## src/hdl/swfrm_pkg.sv

```systemverilog
// ----------------------------------------------------------------------------
// swfrm_pkg
// Shared types and constants of the sliding window frame rate meter.
// ----------------------------------------------------------------------------
package swfrm_pkg;

  localparam int unsigned TIME_W    = 32;
  localparam int unsigned RATE_W    = 26;
  localparam int unsigned FIW_W     = 9;
  localparam int unsigned CFG_IDX_W = 2;
  localparam int unsigned CFG_DATA_W = 32;
  localparam int unsigned MS_W      = 10;

  localparam logic [MS_W-1:0]   MS_PER_S = 10'd1000;
  localparam logic [RATE_W-1:0] RATE_MAX = '1;

  localparam logic [TIME_W-1:0] WINDOW_RST    = 32'd1000;
  localparam logic [TIME_W-1:0] INTERVAL_RST  = 32'd500;
  localparam logic [RATE_W-1:0] TOLERANCE_RST = 26'd256;

  // configuration register indexes
  localparam logic [CFG_IDX_W-1:0] CFG_WINDOW_MS     = 2'd0;
  localparam logic [CFG_IDX_W-1:0] CFG_REPORT_INT_MS = 2'd1;
  localparam logic [CFG_IDX_W-1:0] CFG_RATE_TOL      = 2'd2;

  typedef enum logic [2:0] {
    ST_IDLE,
    ST_READ,
    ST_CHECK,
    ST_START,
    ST_DIVIDE,
    ST_DECIDE,
    ST_EMIT
  } swfrm_state_e;

  typedef struct packed {
    logic accept;
    logic age_load;
    logic evict;
    logic div_start;
    logic rate_load;
    logic report;
  } swfrm_cmd_t;

  typedef struct packed {
    logic evict_ok;
    logic age_gt_interval;
    logic div_done;
    logic report_ok;
    logic out_busy;
  } swfrm_status_t;

endpackage

```

## src/hdl/swfrm_ctrl.sv

```systemverilog
// ----------------------------------------------------------------------------
// swfrm_ctrl
// Sequencer: accept, evict stale stamps, divide, decide and emit a report.
// ----------------------------------------------------------------------------
module swfrm_ctrl
  import swfrm_pkg::*;
(
  input  logic          clk_i,
  input  logic          rst_ni,
  input  logic          in_valid_i,
  output logic          in_ready_o,
  input  swfrm_status_t status_i,
  output swfrm_cmd_t    cmd_o
);

  swfrm_state_e state_q, state_d;

  always_comb begin
    state_d = state_q;
    unique case (state_q)
      ST_IDLE:   if (in_valid_i) state_d = ST_READ;
      ST_READ:   state_d = ST_CHECK;
      ST_CHECK: begin
        if (status_i.evict_ok) begin
          state_d = ST_READ;
        end else if (status_i.age_gt_interval) begin
          state_d = ST_START;
        end else begin
          state_d = ST_IDLE;
        end
      end
      ST_START:  state_d = ST_DIVIDE;
      ST_DIVIDE: if (status_i.div_done) state_d = ST_DECIDE;
      ST_DECIDE: state_d = status_i.report_ok ? ST_EMIT : ST_IDLE;
      ST_EMIT:   if (!status_i.out_busy) state_d = ST_IDLE;
      default:   state_d = ST_IDLE;
    endcase
  end

  always_comb begin
    cmd_o      = '0;
    in_ready_o = 1'b0;
    unique case (state_q)
      ST_IDLE: begin
        in_ready_o   = 1'b1;
        cmd_o.accept = in_valid_i;
      end
      ST_CHECK: begin
        cmd_o.age_load = 1'b1;
        cmd_o.evict    = status_i.evict_ok;
      end
      ST_START:  cmd_o.div_start = 1'b1;
      ST_DIVIDE: cmd_o.rate_load = status_i.div_done;
      ST_EMIT:   cmd_o.report    = !status_i.out_busy;
      default: ;
    endcase
  end

  always_ff @(posedge clk_i or negedge rst_ni) begin
    if (!rst_ni) begin
      state_q <= ST_IDLE;
    end else begin
      state_q <= state_d;
    end
  end

endmodule

```

## config.mk

```make
export PLATFORM = sky130hd
export DESIGN_NAME = swfrm_ctrl
export DESIGN_NICKNAME = d
export VERILOG_FILES = /design/src/hdl/swfrm_pkg.sv /design/src/hdl/swfrm_ctrl.sv
export SDC_FILE = /design/constraint.sdc
export NUM_CORES = 1
export LEC_CHECK = 0
export ABC_CLOCK_PERIOD_IN_PS = 1600
export BUFFER_PORTS_ARGS = -buffer_cell sky130_fd_sc_hd__buf_2
export CAP_MARGIN = 10
export CELL_PAD_IN_SITES_DETAIL_PLACEMENT = 1
export CELL_PAD_IN_SITES_GLOBAL_PLACEMENT = 2
export CORE_UTILIZATION = 21
export CTS_BUF_LIST = sky130_fd_sc_hd__clkbuf_16
export DETAILED_ROUTE_END_ITERATION = 10
export PLACE_DENSITY = 0.76
export SETUP_SLACK_MARGIN = 0.4
export SYNTH_ARGS = -nofsm -noshare
export SYNTH_HDL_FRONTEND = slang
export SYNTH_SLANG_ARGS = --single-unit
```

## constraint.sdc

```tcl
create_clock -name clk_i -period 1.6 [get_ports clk_i]
set_clock_uncertainty 0.05 [all_clocks]
set_input_delay 0.24 -clock clk_i [delete_from_list [all_inputs] [get_ports clk_i]]
set_output_delay 0.24 -clock clk_i [all_outputs]
set_load 0.03 [all_outputs]
```

==> Yosys cells after proc, flatten, opt, wreduce, memory -nomap -nowiden <==
Cells that the tools add are included.
W data, S select, Z words.
{ "op_classes": {"n_eq_ne": 9, "muxes": 13, "reduce_logical": 3} }
{ "ops": {"columns": ["operator", "count"], "rows": [
  ["$pmux W3 S7", 1],
  ["$mux W3", 4],
  ["$eq A3 B3 Y1 const B", 3],
  ["$eq A3 B2 Y1 const B", 2],
  ["$mux W2", 3],
  ["$ne A2 B2 Y1 const B", 3],
  ["$mux W1", 5],
  ["$eq A3 B1 Y1 const B", 1],
  ["$logic_not A3 Y1", 1],
  ["$reduce_and A3 Y1", 1],
  ["$logic_not A1 Y1", 1]
]} }
{ "totals": {"ff_bits": 3, "inputBits": 8, "out_inout_bits": 7, "elab_cells": 26} }

==> Depth between registers and ports, before layout <==
{ "depth": {"ltp_word": 3, "depth_mapped": 4, "ltp_nobuf": 3} }

==> Worst setup path after synthesis <==
OpenSTA, ideal clock, no wires.
{ "synth_path": {"path_type": "reg2out", "start": "reg state_q[0]", "end": "out cmd_o[5] (netlist name)", "arrival_ps": 1702, "t_required_ps": 1310, "slack_ps": -392, "stages_incl_launch_ff": 4, "path_buffers": 1, "path_cell_list": "dfrtp_1 buf_2 nor3_1 and2_1"} }
{ "synth_lines": {"columns": ["element", "line_no", "text"], "rows": [
  ["from (decl)", "swfrm_ctrl.sv:16", "swfrm_state_e state_q, state_d;"],
  ["from (signal assigned)", "swfrm_ctrl.sv:63", "state_q <= state_d;"],
  ["to (decl)", "swfrm_ctrl.sv:13", "output swfrm_cmd_t cmd_o"]
]} }

==> results.yml <==
yosys:
  yosysWarnings: 0
  synthArstFlopShare_pct: 100.0
  synth-main-ff-cell: "dfrtp_1"
  synth_largest_type_area_fraction_pct: 26.79
  synth_edf_count: 0
  syn_nets: 40
  ys_types: 23
  syn_inst: 32
  synth_top_cell_by_area: "dfrtp_1"
  synth.area.top_cells: "dfrtp_1, nor4b_1, o31a_1"
  syn_avg_cell_area_um2: 8.758
  syn_area_um2: 280.3
  ys_seq_area_share_pct: 26.79
  synth-seq-cells: 3
place:
  dpl_worst_slack_ps: 114.0
  dpl_cell_area_um2: 425.4
  dp.cells: 60
  dp_hpwl_um: 689.6
  portBuffers: 14
  gp_congestion: 0.7408
floorplanning:
  io_pins: 15
  die_h_um: 38.53
  die_w_um: 38.53
  rows: 12
  core_um2: 1171
  start_util_pct: 23.93
  dieArea_um2: 1485
power:
  cellPowerDensity_nw_per_um2: 2424
  power_leakage_uw: 0.0003077
  ir_worst_vdd_mv: 1.390
  p_total_uw: 1595
sta:
  fmax_ghz: 0.6442
  finalSetupViolCount: 0
  worst_slack_ps: 47.64
  period_share_pct: 97.02
  maxSlewViolCount: 0
  fin_crit_ps: 1552
  relSlewSlack_pct: 79.19
  tightest_slew_ps: 312.2
  report.final.hold_viol_count: 0
  tns_ps: 0
  rsz0062_at_grt: "yes"
final_layout:
  post-route-cell-area_um2: 658.1
  final_nets: 70
  finalNonFillerCells: 75
  top_register: "state_q"
  largest_reg_flops: 3
  reg.largest.list: "state_q: 3 flops"
  drive_gt1_share_pct: 72.13
  area.growth.synth_to_final_pct: 134.8
  n_antenna_cell: 0
detailed_routing:
  drc_errors: 0
  routedWlPerCell_um: 15.75
  firstDrtPassIters: 3
  drtAntennaViolNets: 0
  wl_um: 1181
  drt_iter0_markers: 4
  routed-via-count: 358
  drt-vias-per-instance: 4.773
run_status:
  outcome: "complete, no violations"
setup_path:
  cp_num_cells: 3
  endpoint_kind: "primary output"
  timing_worst_setup_path_type: "register to primary output"
  critPathTopFamily: "flip-flops"
  path_buf_inv: 2
  r2r_cells: 4
  critPathMaxFanout: 8
  critPathSlowestCell: "dfrtp_2"
  start_kind: "register"
  critPathRequiredTime_ps: 1310
  r2r_slack_ps: 90
  crit_chain: "buf_6 -> nor4b_4 -> buf_4"
  cp.arrival_ps: 1260
  critical_path.max_stage_delay_ps: 480
job:
  drv_cap: 0
grt:
  grt_usage_pct: 17.71
  antenna_found_initial: 0
  grt_max_degree: 9
  grt_pass1_wl_um: 1669
  grt_pass1_vias: 358
  grt-ovfl-total: 0
clock_network:
  cts_root_buf: "clkbuf_16"
  cts_tree: "yes"
  numCtsBuffers: 3
  clk_pin_slew_ps: 30
  clk_latency_ps: 230
  cts-htree-levels: 1
  clockBufferDepth: 2
  cts.sinks: 3
hold_path:
  hp-class: "primary input to asynchronous set/reset pin"
per-layer routing:
metal / track usage (%) / wire, µm / up-vias
li1: - / - / 175
met1: 18.44 / 463 / 172
met2: 32.08 / 676 / 11
met3: 5.233 / 41 / 0
met4: 7.759 / 0 / 0
met5: 0 / 0 / -
worst reg2reg max path, stage by stage (launching register included):
cell,delay (ps)
dfrtp_2,500
buf_4,180
or4bb_1,490
nor2_1,110
o31a_1,120
metrics by stage:
stage	hold slack, ps	util [%]
final	296.0	56.20
after global routing	302.6	56.20
after CTS	300.7	52.03
after detailed placement	-1.218	36.32
after global placement	-13.31	36.32
after floorplan	-105.6	-
cell type report:
class | count | area, µm²
well taps | 14 | 17.52
flip-flops and latches | 3 | 77.57
clock inverters | 1 | 3.754
multi-input cells | 24 | 251.5
clock buffers | 3 | 75.07
repair buffers | 28 | 225.2
fillers | 141 | 513.0
inverters | 2 | 7.507
kinds of logic after synthesis:
kind of cell	Yosys count	share of synthesized area (%)
AO/OA/AOI/OAI	8	24.10
flip-flops	3	26.79
multiplexers	1	3.572
AND/OR/NAND/NOR	15	34.38
buffers and inverters	5	11.16
cells in the mapped netlist (2+ instances only):
master    n
inv_1     2
o31a_1    2
nand2b_1  2
nor4b_1   2
dfrtp_1   3
nor2_1    2
a211oi_1  2
and2_1    2
repair_timing:
| action | 4_1_cts | 5_1_grt |
|---|---|---|
| pin swaps | 5 | 3 |
| gates cloned | 0 | 0 |
| hold endpoints to repair | 3 | 0 |
| resized for setup | 15 | 6 |
| setup endpoints to repair | 10 | 10 |
| buffers inserted | 7 | 3 |
| hold buffers | 1 | 0 |
where the power goes:
part / leakage [µW] / internal, µW / switching [µW] / total [µW]
logic: 0.000231 / 538 / 431 / 968
registers: 0.0000343 / 121 / 103 / 224
clock network: 0.0000423 / 323 / 79.2 / 403
placed cells by master (no fill, tap or decap):
cell / netlist / routed
a211oi_1: 2 / 1
and3_2: 0 / 1
o21ai_0: 1 / 1
dfrtp_1: 3 / 1
a211oi_2: 0 / 1
mux2i_1: 1 / 1
or2_4: 0 / 1
dfrtp_2: 0 / 2
and2_4: 0 / 2
nand2_2: 1 / 1
buf_2: 1 / 7
a21oi_1: 1 / 1
inv_1: 2 / 3
clkbuf_16: 0 / 3
nor4b_4: 0 / 2
or4bb_1: 1 / 1
nand2b_1: 2 / 2
nor3b_4: 0 / 1
nand2_1: 1 / 1
buf_6: 1 / 8
a311oi_4: 0 / 1
o31a_1: 2 / 2
buf_4: 1 / 12
dlygate4sd3_1: 0 / 1
o21ba_2: 0 / 1
nor2_1: 2 / 2
nor3_4: 0 / 1
final timing paths:
kind	start	to
worst max-delay path	state_q[1]$_DFFE_PN0P_	cmd_o[1]
worst min-delay path	rst_ni	state_q[1]$_DFFE_PN0P_
worst max register to register	state_q[0]$_DFFE_PN0P_	state_q[1]$_DFFE_PN0P_
worst min register to register	state_q[1]$_DFFE_PN0P_	state_q[0]$_DFFE_PN0P_
max in group asynchronous	rst_ni	state_q[0]$_DFFE_PN0P_
min in group clk_i	status_i[2]	state_q[1]$_DFFE_PN0P_
No activity file was read; power rests on OpenSTA's default activity.
